===== src/hdl/cubic_bezier_segment_sampler_macros.svh =====
// ----------------------------------------------------------------------------
// cubic bezier segment sampler assertion macros
// concurrent checks on clk with synchronous reset rst; empty when SYNTH is set
// ----------------------------------------------------------------------------
`ifndef CUBIC_BEZIER_SEGMENT_SAMPLER_MACROS_SVH
`define CUBIC_BEZIER_SEGMENT_SAMPLER_MACROS_SVH

`ifndef SYNTH

// overlapping implication checked on every rising edge outside reset
`define CBS_ASSERT_IMP(label, ante, cons) \
  label: assert property (@(posedge clk) disable iff (rst) (ante) |-> cons) \
    else $error("cbs check failed");

// next-cycle implication checked on every rising edge outside reset
`define CBS_ASSERT_NXT(label, ante, cons) \
  label: assert property (@(posedge clk) disable iff (rst) (ante) |=> cons) \
    else $error("cbs check failed");

`else

`define CBS_ASSERT_IMP(label, ante, cons)
`define CBS_ASSERT_NXT(label, ante, cons)

`endif

`endif


===== src/hdl/cbs_pkg.sv =====
// ----------------------------------------------------------------------------
// cbs_pkg
// shared widths, types and the reciprocal table of the bezier sampler
// ----------------------------------------------------------------------------
`default_nettype none

package cbs_pkg;

  // coordinate format and sample count limits
  localparam int COORD_BITS  = 32;
  localparam int MAX_SAMPLES = 64;
  localparam int CNT_W       = $clog2(MAX_SAMPLES + 1);
  localparam int PC_W        = 7;
  localparam int REM_W       = CNT_W + 1;

  // curve parameter t is unsigned q16, one integer bit for t = 1
  localparam int T_FRAC = 16;
  localparam int T_W    = T_FRAC + 1;
  localparam logic [T_W-1:0] ONE_T = T_W'(1) << T_FRAC;

  // bernstein products and rounded weights
  localparam int SQ_W   = 2 * T_W;
  localparam int CUBE_W = 3 * T_W;
  localparam int W_BITS = 56 - COORD_BITS;
  localparam int W_DROP = 3 * T_FRAC - W_BITS;
  localparam int WT_W   = W_BITS + 1;

  // blend datapath
  localparam int OPND_W = COORD_BITS + 1;
  localparam int PROD_W = WT_W + 1 + OPND_W;
  localparam int SUM_W  = PROD_W + 2;
  localparam int RND_W  = SUM_W + 1 - (W_BITS + 1);

  typedef enum logic [1:0] {
    ST_IDLE,
    ST_PREP,
    ST_RUN
  } seq_state_t;

  // operands of one axis: 2*p0, p0+q, p3+q, 2*p3
  typedef struct packed {
    logic signed [OPND_W-1:0] p0x2;
    logic signed [OPND_W-1:0] c1;
    logic signed [OPND_W-1:0] c2;
    logic signed [OPND_W-1:0] p3x2;
  } axis_opnd_t;

  typedef struct packed {
    axis_opnd_t [2:0] axis;
  } opnd_t;

  // one curve parameter on its way into the evaluator
  typedef struct packed {
    logic           valid;
    logic           last;
    logic [T_W-1:0] t;
  } sample_t;

  // rounded bernstein weights of one sample
  typedef struct packed {
    logic            valid;
    logic            last;
    logic [WT_W-1:0] w0;
    logic [WT_W-1:0] w1;
    logic [WT_W-1:0] w2;
    logic [WT_W-1:0] w3;
  } wgt_t;

  // floor(2^16 / n) for n = 1 .. MAX_SAMPLES
  function automatic logic [T_W-1:0] recip_q(input logic [CNT_W-1:0] n);
    logic [T_W-1:0] q;
    case (n)
      7'd1:  q = 17'd65536;
      7'd2:  q = 17'd32768;
      7'd3:  q = 17'd21845;
      7'd4:  q = 17'd16384;
      7'd5:  q = 17'd13107;
      7'd6:  q = 17'd10922;
      7'd7:  q = 17'd9362;
      7'd8:  q = 17'd8192;
      7'd9:  q = 17'd7281;
      7'd10: q = 17'd6553;
      7'd11: q = 17'd5957;
      7'd12: q = 17'd5461;
      7'd13: q = 17'd5041;
      7'd14: q = 17'd4681;
      7'd15: q = 17'd4369;
      7'd16: q = 17'd4096;
      7'd17: q = 17'd3855;
      7'd18: q = 17'd3640;
      7'd19: q = 17'd3449;
      7'd20: q = 17'd3276;
      7'd21: q = 17'd3120;
      7'd22: q = 17'd2978;
      7'd23: q = 17'd2849;
      7'd24: q = 17'd2730;
      7'd25: q = 17'd2621;
      7'd26: q = 17'd2520;
      7'd27: q = 17'd2427;
      7'd28: q = 17'd2340;
      7'd29: q = 17'd2259;
      7'd30: q = 17'd2184;
      7'd31: q = 17'd2114;
      7'd32: q = 17'd2048;
      7'd33: q = 17'd1985;
      7'd34: q = 17'd1927;
      7'd35: q = 17'd1872;
      7'd36: q = 17'd1820;
      7'd37: q = 17'd1771;
      7'd38: q = 17'd1724;
      7'd39: q = 17'd1680;
      7'd40: q = 17'd1638;
      7'd41: q = 17'd1598;
      7'd42: q = 17'd1560;
      7'd43: q = 17'd1524;
      7'd44: q = 17'd1489;
      7'd45: q = 17'd1456;
      7'd46: q = 17'd1424;
      7'd47: q = 17'd1394;
      7'd48: q = 17'd1365;
      7'd49: q = 17'd1337;
      7'd50: q = 17'd1310;
      7'd51: q = 17'd1285;
      7'd52: q = 17'd1260;
      7'd53: q = 17'd1236;
      7'd54: q = 17'd1213;
      7'd55: q = 17'd1191;
      7'd56: q = 17'd1170;
      7'd57: q = 17'd1149;
      7'd58: q = 17'd1129;
      7'd59: q = 17'd1110;
      7'd60: q = 17'd1092;
      7'd61: q = 17'd1074;
      7'd62: q = 17'd1057;
      7'd63: q = 17'd1040;
      7'd64: q = 17'd1024;
      default: q = '0;
    endcase
    return q;
  endfunction

endpackage

`default_nettype wire


===== src/hdl/cbs_seq.sv =====
// ----------------------------------------------------------------------------
// cbs_seq
// takes a request, forms the control point operands and issues t = i/n,
// rounded to nearest, one sample per cycle by an incremental quotient
// ----------------------------------------------------------------------------
`default_nettype none

module cbs_seq (
  input  wire logic                         clk,
  input  wire logic                         rst,
  input  wire logic                         start,
  output logic                              busy,
  input  wire logic [cbs_pkg::COORD_BITS-1:0] start_x,
  input  wire logic [cbs_pkg::COORD_BITS-1:0] start_y,
  input  wire logic [cbs_pkg::COORD_BITS-1:0] start_z,
  input  wire logic [cbs_pkg::COORD_BITS-1:0] end_x,
  input  wire logic [cbs_pkg::COORD_BITS-1:0] end_y,
  input  wire logic [cbs_pkg::COORD_BITS-1:0] end_z,
  input  wire logic [cbs_pkg::COORD_BITS-1:0] center_x,
  input  wire logic [cbs_pkg::COORD_BITS-1:0] center_y,
  input  wire logic [cbs_pkg::COORD_BITS-1:0] center_z,
  input  wire logic [cbs_pkg::PC_W-1:0]       point_count,
  output cbs_pkg::sample_t                    smp,
  output cbs_pkg::opnd_t                      opnd
);
  import cbs_pkg::*;

  // sign-extended operands of one axis
  function automatic axis_opnd_t make_axis(input logic [COORD_BITS-1:0] p0,
                                           input logic [COORD_BITS-1:0] p3,
                                           input logic [COORD_BITS-1:0] q);
    axis_opnd_t a;
    logic signed [OPND_W-1:0] p0e;
    logic signed [OPND_W-1:0] p3e;
    logic signed [OPND_W-1:0] qe;
    p0e    = {p0[COORD_BITS-1], p0};
    p3e    = {p3[COORD_BITS-1], p3};
    qe     = {q[COORD_BITS-1], q};
    a.p0x2 = {p0, 1'b0};
    a.p3x2 = {p3, 1'b0};
    a.c1   = p0e + qe;
    a.c2   = p3e + qe;
    return a;
  endfunction

  seq_state_t state;
  seq_state_t state_next;

  logic                     accept;
  logic                     issue;
  logic [CNT_W-1:0]         n_sat;
  logic [CNT_W-1:0]         n;
  logic [T_W-1:0]           qa;
  logic [REM_W-1:0]         ra;
  logic [T_W-1:0]           q;
  logic [REM_W-1:0]         r;
  logic [CNT_W-1:0]         i;
  logic [CNT_W+T_W-1:0]     nq;
  logic [CNT_W+T_W-1:0]     rem_full;
  logic [REM_W-1:0]         den;
  logic [REM_W-1:0]         r_sum;
  logic                     carry;
  logic [REM_W-1:0]         r_next;
  logic [T_W-1:0]           q_next;
  logic [CNT_W-1:0]         i_next;
  logic                     last_now;
  logic                     smp_valid;
  logic                     smp_last;
  logic [T_W-1:0]           smp_t;

  // request handshake and count saturation
  assign accept = start && !busy;
  assign n_sat  = (point_count > PC_W'(MAX_SAMPLES)) ? CNT_W'(MAX_SAMPLES)
                                                     : CNT_W'(point_count);

  // remainder of 2^17 over 2n is twice that of 2^16 over n
  assign nq       = n * qa;
  assign rem_full = (CNT_W + T_W)'(ONE_T) - nq;

  // one step of the running quotient (i * 2^17 + n) / 2n
  assign den      = {n, 1'b0};
  assign r_sum    = r + ra;
  assign carry    = (r_sum >= den);
  assign r_next   = carry ? (r_sum - den) : r_sum;
  assign q_next   = q + qa + T_W'(carry);
  assign i_next   = i + CNT_W'(1);
  assign last_now = (i_next == n);

  // next state
  always_comb begin
    state_next = state;
    unique case (state)
      ST_IDLE: begin
        if (accept && (n_sat != '0)) begin
          state_next = ST_PREP;
        end
      end
      ST_PREP: begin
        state_next = ST_RUN;
      end
      ST_RUN: begin
        if (last_now) begin
          state_next = ST_IDLE;
        end
      end
      default: begin
        state_next = ST_IDLE;
      end
    endcase
  end

  // state outputs
  always_comb begin
    busy  = 1'b1;
    issue = 1'b0;
    unique case (state)
      ST_IDLE: begin
        busy = 1'b0;
      end
      ST_PREP: begin
        busy = 1'b1;
      end
      ST_RUN: begin
        issue = 1'b1;
      end
      default: begin
        busy = 1'b0;
      end
    endcase
  end

  // control state
  always_ff @(posedge clk) begin
    if (rst) begin
      state     <= ST_IDLE;
      smp_valid <= 1'b0;
    end else begin
      state     <= state_next;
      smp_valid <= issue;
    end
  end

  // request capture and quotient registers
  always_ff @(posedge clk) begin
    if (accept) begin
      opnd.axis[0] <= make_axis(start_x, end_x, center_x);
      opnd.axis[1] <= make_axis(start_y, end_y, center_y);
      opnd.axis[2] <= make_axis(start_z, end_z, center_z);
      n            <= n_sat;
      qa           <= recip_q(n_sat);
    end
    if (state == ST_PREP) begin
      ra <= {rem_full[REM_W-2:0], 1'b0};
      q  <= '0;
      r  <= {1'b0, n};
      i  <= '0;
    end
    if (issue) begin
      q        <= q_next;
      r        <= r_next;
      i        <= i_next;
      smp_t    <= q_next;
      smp_last <= last_now;
    end
  end

  assign smp.valid = smp_valid;
  assign smp.last  = smp_last;
  assign smp.t     = smp_t;

endmodule

`default_nettype wire


===== config.mk =====
export PLATFORM = sky130hd
export DESIGN_NAME = cbs_seq
export DESIGN_NICKNAME = d
export VERILOG_FILES = /design/src/hdl/cubic_bezier_segment_sampler_macros.svh /design/src/hdl/cbs_pkg.sv /design/src/hdl/cbs_seq.sv
export SDC_FILE = /design/constraint.sdc
export NUM_CORES = 1
export LEC_CHECK = 0
export BUFFER_PORTS_ARGS = -buffer_cell sky130_fd_sc_hd__buf_2
export CORE_ASPECT_RATIO = 1.2
export CORE_UTILIZATION = 34
export DETAILED_ROUTE_END_ITERATION = 12
export PLACE_DENSITY = 0.56
export SYNTH_ARGS = -nofsm -noshare
export SYNTH_HDL_FRONTEND = slang
export SYNTH_SLANG_ARGS = --single-unit

===== constraint.sdc =====
create_clock -name clk -period 29.5 [get_ports clk]
set_clock_uncertainty 0.15 [all_clocks]
set_input_delay 5.9 -clock clk [delete_from_list [all_inputs] [get_ports clk]]
set_output_delay 5.9 -clock clk [all_outputs]
set_load 0.01 [all_outputs]

Yosys cells after proc, flatten, opt, wreduce, memory -nomap -nowiden

Memory sizes are Yosys's and may differ from the RTL's. A register that Yosys moved wholly into a read port is not among the register bits.
Index checks and enable logic that the tools add are counted.

Add/sub/neg operators: 12
Equality and inequality tests: 5
Reduce and logical (&&, ||, !) cells: 8
$lt $le $gt $ge: 2
Muxes and demuxes: 13
Multiply operators: 1

Operators with widths:

| kind                  | count |
|---|---|
| $add A32 B32 Y33      | 6 |
| $mux W17              | 2 |
| $mux W8               | 3 |
| $mux W7               | 3 |
| $add A17 B1 Y17       | 1 |
| $add A17 B17 Y17      | 1 |
| $mul A7 B17 Y7        | 1 |
| $add A8 B8 Y8         | 1 |
| $ge A8 B8 Y1          | 1 |
| $sub A8 B8 Y8         | 1 |
| $add A7 B1 Y7 const B | 1 |
| $eq A7 B7 Y1          | 1 |
| $gt A7 B7 Y1 const B  | 1 |
| $reduce_bool A7 Y1    | 1 |
| $sub A1 B7 Y7 const A | 1 |
| $pmux W2 S3           | 1 |
| $mux W2               | 2 |
| $ne A2 B2 Y1 const B  | 2 |
| $eq A2 B1 Y1 const B  | 1 |
| $eq A2 B2 Y1 const B  | 1 |
| $logic_and A1 B1 Y1   | 2 |
| $logic_not A2 Y1      | 1 |
| $mux W1               | 2 |
| $reduce_and A2 Y1     | 1 |
| other kinds (3)       | 3 |

Word-level logic and storage cells: 63
Memories kept: 1
Bits of input ports: 298
Register bits: 457
Memory bits (read-only): 2,176

Memory list:

| name            | depth | width | read ports | clocked after Yosys merged registers in | write ports | RTL line      | source |
|---|---|---|---|---|---|---|---|
| (no name shown) | 128   | 17    | 1          | 1                                       | 0           | cbs_pkg.sv:72 | `case (n)` |

Depth between registers and ports, before layout

Gate-level depths: netlist (run 1).

Depth in word-level cells: 8
Mapped depth: 26
Gate-level depth less buffers: 25

Worst setup path after synthesis (run 1)

Ideal clock, no wire load.

Kind: input to register
Start point: input start
End point: register state[0]
Setup slack: 2.886 ns
Arrival: 26.349 ns
Stages: 5
Cell sequence: nor2b_1 > o21ai_0 > a22oi_1 > mux2i_1 > nor2_1

Word-level cells in the longest chain between the ends: 4

RTL lines:

| item                               | RTL line       | source |
|---|---|---|
| start, declared                    | cbs_seq.sv:11  | `input wire logic start,` |
| $logic_and A1 B1 Y1                | cbs_seq.sv:72  | `assign accept = start && !busy;` |
| $logic_and A1 B1 Y1                | cbs_seq.sv:94  | `if (accept && (n_sat != '0)) begin` |
| $ne A2 B2 Y1 (no source line)      | --             |  |
| $reduce_and A2 Y1 (no source line) | --             |  |
| end signal, assigned               | cbs_seq.sv:138 | `state <= state_next;` |
| end, declared                      | cbs_seq.sv:46  | `seq_state_t state;` |

No other way between the ends.
A chain may end at the register's enable or synchronous reset.

Final worst setup path (run 1)

Start point: input center_z[0] in the netlist's numbering
End point: register opnd[325] in the netlist's numbering (data pin)

Word-level cells in the longest chain between the ends: 1

RTL lines:

| item             | RTL line      | source |
|---|---|---|
| start, declared  | cbs_seq.sv:21 | `input wire logic [cbs_pkg::COORD_BITS-1:0] center_z,` |
| $add A32 B32 Y33 | cbs_seq.sv:42 | `a.c2 = p3e + qe;` |
| end, declared    | cbs_seq.sv:24 | `output cbs_pkg::opnd_t opnd` |

No other way between the ends.

==> results of run 1 <==
==> worst paths after layout <==
check | startpoint | endpoint | slack, ns | cells past startpoint
max reg2reg | ra[1] | q[16] | 23.37 | 24
max | center_z[0] | opnd[325] | 20.69 | 14
min reg2reg | state[1] | state[1] | 0.42 | 2
min | state[1] | state[1] | 0.42 | 2
==> power breakdown <==
group,switching [mW],internal (mW),total [mW]
logic,0.721,0.465,1.19
clock network,0.294,0.416,0.710
registers,0.0798,1.05,1.13
total,1.09,1.93,3.02
==> metal layers <==
| layer | track usage | share of wire | up-vias |
|---|---|---|---|
| li1 | - | - | 9932 |
| met1 | 0.255 | 0.40 | 10280 |
| met2 | 0.374 | 0.49 | 794 |
| met3 | 0.0672 | 0.081 | 160 |
| met4 | 0.0870 | 0.037 | 18 |
| met5 | 0 | 0.0012 | - |
==> cell usage after synthesis, drive strengths merged (10+ instances only) <==
master  number
nand3       48
xor2        60
o31ai       17
and3        10
ha         251
nand2b      30
or3         13
o21bai      37
nor3        37
a21boi      10
a21oi      185
o21ai       96
a21o        96
o21a        26
edfxtp     471
nor2b       33
xnor2      155
mux2i       13
nand2      118
a31oi       20
nand4       12
clkbuf      42
inv        117
buf         13
a211oi      24
fa          18
and2        29
o211ai      15
nor2       154
==> area by class of cell <==
type / instances / area, sq um
Clock buffer: 64 / 1450
Clock inverter: 40 / 414
Antenna cell: 5 / 12.5
Timing Repair Buffer: 713 / 3610
Inverter: 118 / 443
Fill cell: 7466 / 44600
Sequential cell: 474 / 14200
Multi-Input combinational cell: 1625 / 12200
Tap cell: 1026 / 1280
==> kinds of logic (layout without fill, tap and decap cells) <==
| kind of cell | after synthesis | count (layout) | share of synthesized area |
|---|---|---|---|
| AOI/OAI and AO/OA | 609 | 609 | 0.153 |
| muxes | 16 | 16 | 0.00648 |
| and+or+nand+nor | 510 | 510 | 0.0908 |
| DFF | 474 | 474 | 0.525 |
| adders and majority gates | 269 | 269 | 0.129 |
| other | 1 | 11 | 0.000139 |
| xor gates and xnor gates | 215 | 215 | 0.0696 |
| buffers and inverters | 173 | 935 | 0.0252 |
==> through the flow <==
stage / power [mW] / instances / setup slack [ns] / utilization / hold slack (ns)
2_1_floorplan: 2.02 / 2272 / 2.89 / - / 0.337
3_3_place_gp: 2.30 / 3956 / 20.01 / 0.406 / 0.351
3_5_place_dp: 2.33 / 3956 / 19.97 / 0.406 / 0.408
4_1_cts: 3.05 / 4060 / 20.66 / 0.430 / 0.423
5_1_grt: 3.19 / 4064 / 20.42 / 0.430 / 0.441
6_report: 3.02 / 4065 / 20.69 / 0.430 / 0.416
==> cell usage in the layout (no fill, tap or decap), types with 48 or more instances in the layout <==
cell,netlist,layout
buf_2,2,707
edfxtp_1,471,471
ha_1,251,251
a21oi_1,184,184
xnor2_1,155,155
nor2_1,153,153
nand2_1,118,118
inv_1,117,117
a21o_1,96,96
o21ai_0,75,75
xor2_1,60,60
clkbuf_16,0,57
nand3_1,48,48
==> flip-flops by register name (all words and copies together) (netlist names) <==
register	count
smp_t	17
smp_valid	1
i	7
n	7
r	8
ra	7
qa	17
opnd	390
smp_last	1
state	2
q	17
==> worst max-delay path, cell delays in order <==
cell,delay (ns)
buf_2,0.10
ha_1,0.17
inv_1,0.06
fa_1,0.42
nor2b_1,0.13
o21ai_1,0.09
a21boi_1,0.32
o31ai_2,0.14
o21a_1,0.26
o31ai_2,0.40
a2111oi_4,0.15
o211ai_1,0.53
a31oi_1,0.19
xnor2_1,0.16
==> results by group, run 1 <==
Clock tree
  – Clock Tree Root: clkbuf_16
  – Resize count post-CTS: 0
  – Cts bufs inserted: 55
  – H-tree levels: 2
  – CTS clk-pin slew, worst paths: 0.06 ns
  – Clock latency on the worst-skew pair: 0.62 ns
  – Post-CTS Repair Setup Buffers: 0
  – Cts-stage hold buffer count: 0
  – Clk sinks: 474
  – Max Root-Sink Buffers: 3
  – TritonCTS clock tree: yes

STA
  – Tcrit/Tclk final: 0.299
  – Final setup TNS: 0 ns
  – RSZ-0062 raised after global routing: no
  – Hold Violations, Final: 0
  – Fmax: 114 MHz
  – Max Slew Vio Count: 0
  – Max-Slew Margin vs Limit: 0.197
  – Fin crit period: 8.81 ns
  – Endpoints failing setup: 0
  – Worst slew pin tran: 1.20 ns

Global routing
  – Global-route usage over all layers: 0.219
  – Largest net degree at the start of global routing: 185
  – Gr ovfl total: 0
  – Initial antenna violation count: 19
  – First-pass GRT wire length: 133000 um
  – Vias in the first global route: 21469

Yosys
  – Top-area cell type share of the netlist area: 0.523
  – Synth Instances: 2267
  – Seq/Total Area, Yosys: 0.525
  – Yosys cell types: 95
  – Post-synthesis cell area: 27000 sq um
  – Most used DFF post-synth: edfxtp_1
  – Largest area contributor in the netlist: edfxtp_1
  – Synth area leaders: edfxtp_1 52%, ha_1 12%, xnor2_1 5.0%
  – Yosys warnings: 0
  – EDFF count, synth: 471
  – Asr flop ratio synth: 0
  – Flops & latches, synth: 474
  – Avg Cell Area, Syn: 11.9 sq um

Outcome
  – Status: completed

Placement
  – Port bufs: 707
  – Placed Area: 31700 sq um
  – Routability cong.: 0.902
  – HPWL Detailed: 73900 um

Critical path
  – CP Launch Type: input port
  – Critical Path End Type: flop
  – Crit path kind: in2reg
  – Critical path data required time: 29.72 ns
  – Crit path DAT: 9.02 ns
  – CP Max Fanout: 4

Drt
  – Total number of vias: 21184
  – DR vias/cell: 5.21
  – Routed WL per cell: 22.5 um
  – Drt drc: 0
  – Pre-antenna DRT Iters: 7
  – Antenna viol nets, final: 0
  – Final wirelength: 91600 um
  – Initial drt markers: 1329

Worst hold path
  – Hold crit path type: reg2reg

Finish
  – Final Cell Area: 33600 sq um
  – Synthesis-to-layout area growth: 24.2%
  – Layout cell share with drive strength beyond 1: 0.278
  – Nets: 3554

Floorplanning
  – Num ports: 714
  – Initial core utilization: 0.346
  – Die Ht: 311 um
  – Core area: 78200 sq um
  – Row cnt: 112
  – DIE AREA: 80700 sq um
  – Die width: 259 um

Power and ir drop
  – Power Dens Cells: 89.9 nW/um^2
  – Worst vdd ir: 0.0000523 V
  – Lkg Pwr: 14.2 nW

Job
  – Max Cap Viol: 0
Power figures use the tool's default switching activity.
==> run 2: changes to the inputs <==
- PLACE_DENSITY: 0.56 -> 0.58
- clock period: 29.5 -> 7.25 ns (I/O delays scaled with it)
==> run 2 against run 1 <==
Against the previous run:
- die area did not move
- critical path depth increased by 10
- setup slack worse by 19 ns
- global-route usage decreased by 1.7 points
- final area decreased by 0.13%
- sequential cell count unchanged
- non-clock buffer count increased by 2
- core utilization down 0.055 points
- clock-buffer cell count fell by 7
- wire length shrank 8.4%
- combinational power increased to 4.0 times the previous value
- largest power group unchanged
- highest routed layer unchanged
==> results by group, run 2 (same netlist as run 1, synthesis figures left out) <==
Job
  – Max Cap Viol: 0

Worst hold path
  – Hold crit path type: reg2reg

Floorplanning
  – Core area: 78200 sq um
  – Row cnt: 112
  – Initial core utilization: 0.346
  – Die Ht: 311 um
  – Die width: 259 um
  – DIE AREA: 80700 sq um
  – Num ports: 714

Clock tree
  – Cts-stage hold buffer count: 0
  – Clock latency on the worst-skew pair: 0.61 ns
  – Clock Tree Root: clkbuf_16
  – Max Root-Sink Buffers: 3
  – Resize count post-CTS: 0
  – Clk sinks: 474
  – H-tree levels: 2
  – CTS clk-pin slew, worst paths: 0.06 ns
  – TritonCTS clock tree: yes
  – Cts bufs inserted: 51
  – Post-CTS Repair Setup Buffers: 0

Critical path
  – CP Max Fanout: 8
  – Crit path DAT: 6.32 ns
  – Critical Path End Type: flop
  – Critical path data required time: 7.53 ns
  – CP Launch Type: flop
  – Crit path kind: reg2reg

Power and ir drop
  – Lkg Pwr: 14.2 nW
  – Worst vdd ir: 0.000253 V
  – Power Dens Cells: 362 nW/um^2

STA
  – Tcrit/Tclk final: 0.834
  – Fmax: 165 MHz
  – Final setup TNS: 0 ns
  – Hold_ws: 0.417 ns
  – Max Slew Vio Count: 0
  – Post-route setup slack: 1.21 ns
  – Max-Slew Margin vs Limit: 0.266
  – Endpoints failing setup: 0
  – Fin crit period: 6.04 ns
  – Hold Violations, Final: 0
  – RSZ-0062 raised after global routing: no
  – Worst slew pin tran: 1.10 ns

Global routing
  – Initial antenna violation count: 12
  – Gr ovfl total: 0
  – Largest net degree at the start of global routing: 172
  – Global-route usage over all layers: 0.202
  – First-pass GRT wire length: 123000 um
  – Vias in the first global route: 20551

Finish
  – Layout cell share with drive strength beyond 1: 0.278
  – Fillers: 7489
  – Commonest non-fill, non-tap cell in the layout: buf_2
  – Nets: 3552
  – Max FFs per register: 390
  – Most frequent cells in the layout: 707 x buf_2, 471 x edfxtp_1, 250 x ha_1, 184 x a21oi_1, 155 x xnor2_1
  – Finished Layout Cells: 4054
  – Synthesis-to-layout area growth: 24.1%

Drt
  – Initial drt markers: 1387
  – DR vias/cell: 5.06
  – Drt drc: 0
  – Pre-antenna DRT Iters: 7
  – Routed WL per cell: 20.7 um
  – Total number of vias: 20516
  – Antenna viol nets, final: 0
  – Final wirelength: 83900 um

Outcome
  – Status: completed

Placement
  – Pre-CTS WS: 1.21 ns
  – Port bufs: 707
  – Routability cong.: 0.944
  – HPWL Detailed: 67400 um
  – Placed insts: 3958
-- run 2: cell count changes in the layout (fill, tap and decap cells not counted), sizes merged --
cell	previous run	this run
clkbuf	64	57
clkinv	24	18
bufinv	7	11
clkinvlp	7	3
buf	713	715
diode	5	6
inv	120	119
-- run 2: critical path, cell delays in order, from the launching register on --
cell       delay (ns)
edfxtp_1         0.36
ha_1             0.24
fa_1             0.42
xor2_1           0.20
ha_1             0.34
inv_1            0.06
o21bai_1         0.20
a21oi_1          0.11
o21bai_1         0.20
o21a_1           0.16
o21ai_0          0.07
nand2b_1         0.36
inv_1            0.11
fa_1             0.42
fa_1             0.42
nor2b_1          0.13
o21ai_1          0.08
a21boi_1         0.18
o21ai_1          0.13
a211oi_2         0.25
nor3_1           0.12
o41ai_2          0.50
a2111oi_1        0.15
a41o_1           0.24
nor4bb_1         0.26
-- run 2: layer usage --
metal | vias to the layer above | GRT usage | wire [um]
met1 | 9731 | 0.231 | 33100
met4 | 10 | 0.0793 | 3230
met2 | 693 | 0.355 | 41500
met5 | - | 0 | 54
met3 | 151 | 0.0532 | 5990
li1 | 9931 | - | -
-- run 2: power breakdown --
group	internal (mW)	leakage (nW)	total, mW	switching, mW
registers	4.25	4.53	4.53	0.283
logic	1.90	8.82	4.78	2.88
clock network	1.70	0.870	2.84	1.14
-- run 2: area by class of cell --
| type | instances | area [sq um] | share of cell area |
|---|---|---|---|
| tap | 1026 | 1280 | 0.0382 |
| sequential | 474 | 14200 | 0.423 |
| clock inverter | 33 | 472 | 0.0141 |
| clock buffer | 57 | 1320 | 0.0393 |
| antenna | 6 | 15.0 | 0.000447 |
| multi-input combinational | 1625 | 12200 | 0.363 |
| inverter | 118 | 443 | 0.0132 |
| timing repair buffer | 715 | 3640 | 0.108 |
-- run 2: final timing paths --
check        startpoint        to  slack [ns]  cells after the start
max               ra[1]     q[16]        1.21                     24
min            state[1]  state[1]        0.42                      2
max reg2reg       ra[1]     q[16]        1.21                     24
min reg2reg    state[1]  state[1]        0.42                      2
-- run 2: through the flow --
| step | cell area [sq um] | power [mW] | util |
|---|---|---|---|
| finish | 33600 | 12.2 | 0.429 |
| global route | 33600 | 12.9 | 0.429 |
| CTS | 33500 | 12.3 | 0.429 |
| detailed placement | 31800 | 9.42 | 0.406 |
| global placement | 31800 | 9.38 | 0.406 |
| floorplan | 27100 | 7.84 | - |
==> run 3: changes to the inputs <==
- clock period: 7.25 -> 5.2 ns (I/O delays scaled with it)
==> run 3 against run 2 <==
Against the previous run:
- critical path type unchanged
- die area unchanged
- non-clock buffer count increased by 33
- final area rose by 0.75%
- sequential cell count stayed put
- clock power up 35%
- sequential power grew 39%
- first-iteration DRC count is 8.7% lower
- wire length about the same
- via count grew 0.86%
- power up 42%
==> results by group, run 3 (same netlist as run 1, synthesis figures left out) <==
Outcome
  – Status: completed

Finish
  – Area of the multi-input gates: 12300 sq um
  – Register area: 14200 sq um
  – Finished Layout Cells: 4090
  – Synthesis-to-layout area growth: 25.0%
  – Layout cell share with drive strength beyond 1: 0.290
  – Fin util: 0.432
  – Max FFs per register: 390
  – Fillers: 7528
  – Commonest non-fill, non-tap cell in the layout: buf_2
  – Most frequent cells in the layout: 707 x buf_2, 471 x edfxtp_1, 248 x ha_1, 183 x a21oi_1, 155 x xnor2_1
  – Nets: 3586

Global routing
  – Gr ovfl total: 0
  – First-pass GRT wire length: 123000 um
  – Largest net degree at the start of global routing: 115
  – Initial antenna violation count: 12
  – Vias in the first global route: 20493
  – Global-route usage over all layers: 0.202

Placement
  – Routability cong.: 0.918
  – Placed insts: 3985
  – HPWL Detailed: 68500 um
  – Port bufs: 707

STA
  – Hold Violations, Final: 0
  – Max-Slew Margin vs Limit: 0.449
  – Fmax: 194 MHz
  – Tcrit/Tclk final: 0.990
  – Max Slew Vio Count: 0
  – Final setup TNS: 0 ns
  – Fin crit period: 5.15 ns
  – RSZ-0062 raised after global routing: yes
  – Endpoints failing setup: 0
  – Worst slew pin tran: 0.825 ns
  – Hold_ws: 0.386 ns

Critical path
  – RR Endpoint: q[16]
  – Critical Path End Type: flop
  – Critical path depth in cells: 24
  – CP Launch Type: flop
  – Worst reg2reg path depth: 24
  – Crit-path slowest cell: edfxtp_1
  – Crit path max-delay family: compound AO/OA/AOI/OAI gates
  – Critical Path, Cell by Cell: ha_2 > fa_2 > xor2_1 > ha_1 > inv_1 > o21bai_2 > a21oi_1 > o21bai_1 > o21a_1 > o21ai_2 > nand2b_1 > inv_1 > fa_2 > fa_2 > nor2b_2 > o21ai_2 > a21boi_2 > o21ai_2 > a211oi_2 > nor3_2 > o41ai_2 > a2111oi_1 > a41o_1 > nor4bb_2
  – Worst r2r src: ra[1]
  – Reg2reg setup slack: 0.05 ns
  – CP Max Fanout: 3
  – Critical path data required time: 5.47 ns
  – Worst path bufs/invs: 2
  – Slowest cell delay on critical path: 0.37 ns
  – Crit path DAT: 5.42 ns
  – Crit path kind: reg2reg

Drt
  – Routed WL per cell: 20.5 um
  – Pre-antenna DRT Iters: 5
  – Total number of vias: 20692
  – DR vias/cell: 5.06
  – Final wirelength: 83800 um
  – Initial drt markers: 1266
  – Antenna viol nets, final: 0
  – Drt drc: 0

Clock tree
  – H-tree levels: 2
  – Cts bufs inserted: 52
  – Max Root-Sink Buffers: 3
  – Clock latency on the worst-skew pair: 0.62 ns
  – Clock Tree Root: clkbuf_16
  – TritonCTS clock tree: yes
  – Cts-stage hold buffer count: 0
  – Clk sinks: 474
  – CTS clk-pin slew, worst paths: 0.06 ns

Floorplanning
  – DIE AREA: 80700 sq um
  – Initial core utilization: 0.346
  – Num ports: 714
  – Core area: 78200 sq um
  – Die Ht: 311 um
  – Row cnt: 112
  – Die width: 259 um

Job
  – Max Cap Viol: 0

Worst hold path
  – Hold crit path type: reg2reg
  – Hold-critical path endpoint: state[1]
  – Min-Delay Path Depth: 2
  – Hold Startpoint: state[1]

Power and ir drop
  – Worst vdd ir: 0.000384 V
  – Lkg Pwr: 14.4 nW
  – Power Dens Cells: 509 nW/um^2
-- run 3: cell types whose count changed in the layout (fill, tap and decap cells not counted), moves of 2 or more --
cell       before  now
clkbuf_1        5    7
ha_1          250  248
clkinv_1        6   11
nor3_1         37   35
bufinv_16      11    8
nor3_2          0    2
fa_1           18   15
o21ai_1        19   17
clkinv_4        3    1
ha_2            1    3
buf_4           5   39
fa_2            0    3
o21ai_2         2    5
-- run 3: timing repair --
item                                    in CTS  in global routing
buffers inserted                             2                  4
pin swaps                                   11                 11
gates resized for setup                      9                  9
endpoints found under the setup margin       2                  8
-- run 3: stage by stage --
step / instance area [sq um] / setup slack (ns) / total power [mW]
global placement: 32000 / -0.0587 / 13.2
finish: 33800 / 0.0521 / 17.2
CTS: 33700 / -0.0439 / 17.3
floorplan: 27100 / -3.42 / 11.0
global route: 33800 / -0.281 / 18.3
detailed placement: 32000 / -0.0678 / 13.3
-- run 3: power by group --
| group | total, mW | switching (mW) | internal, mW | leakage, nW |
|---|---|---|---|---|
| Clock | 3.84 | 1.58 | 2.26 | 0.853 |
| Sequential | 6.30 | 0.386 | 5.91 | 4.53 |
| Combinational | 7.07 | 4.12 | 2.94 | 8.98 |
| Total | 17.2 | 6.09 | 11.1 | 14.4 |
-- run 3: worst max path at each step --
stage | start | to
after global routing | ra[1] | q[16]
after global placement | ra[1] | q[16]
final | ra[1] | q[16]
after CTS | ra[1] | q[16]
after floorplan | start | state[0]
after detailed placement | ra[1] | q[16]
-- run 3: layout make-up --
cell class / instances / area share
Sequential cell: 474 / 0.420
Multi-Input combinational cell: 1625 / 0.362
Timing Repair Buffer: 748 / 0.114
Clock buffer: 60 / 0.0400
Tap cell: 1026 / 0.0380
Inverter: 118 / 0.0131
Clock inverter: 34 / 0.0116
Antenna cell: 5 / 0.000370
-- run 3: routing by layer --
metal  routed length [um]  vias to the layer above  share of wire  global-route usage
met5                   56                        -        0.00067                   0
met4                 3250                       10          0.039              0.0773
met3                 5990                      141          0.071              0.0530
met2                41800                      705           0.50               0.356
met1                32800                     9804           0.39               0.232
li1                     -                    10032              -                   -
-- run 3: worst register-to-register path, delay by kind of cell (launching register included) --
family / cells / cell delay, ns
adder cells (fa/ha/maj): 5 / 1.60
AND/OR/NAND/NOR: 4 / 0.62
XOR/XNOR: 1 / 0.19
flip-flops: 1 / 0.37
AO/OA/AOI/OAI: 12 / 1.92
buffers and inverters: 2 / 0.11
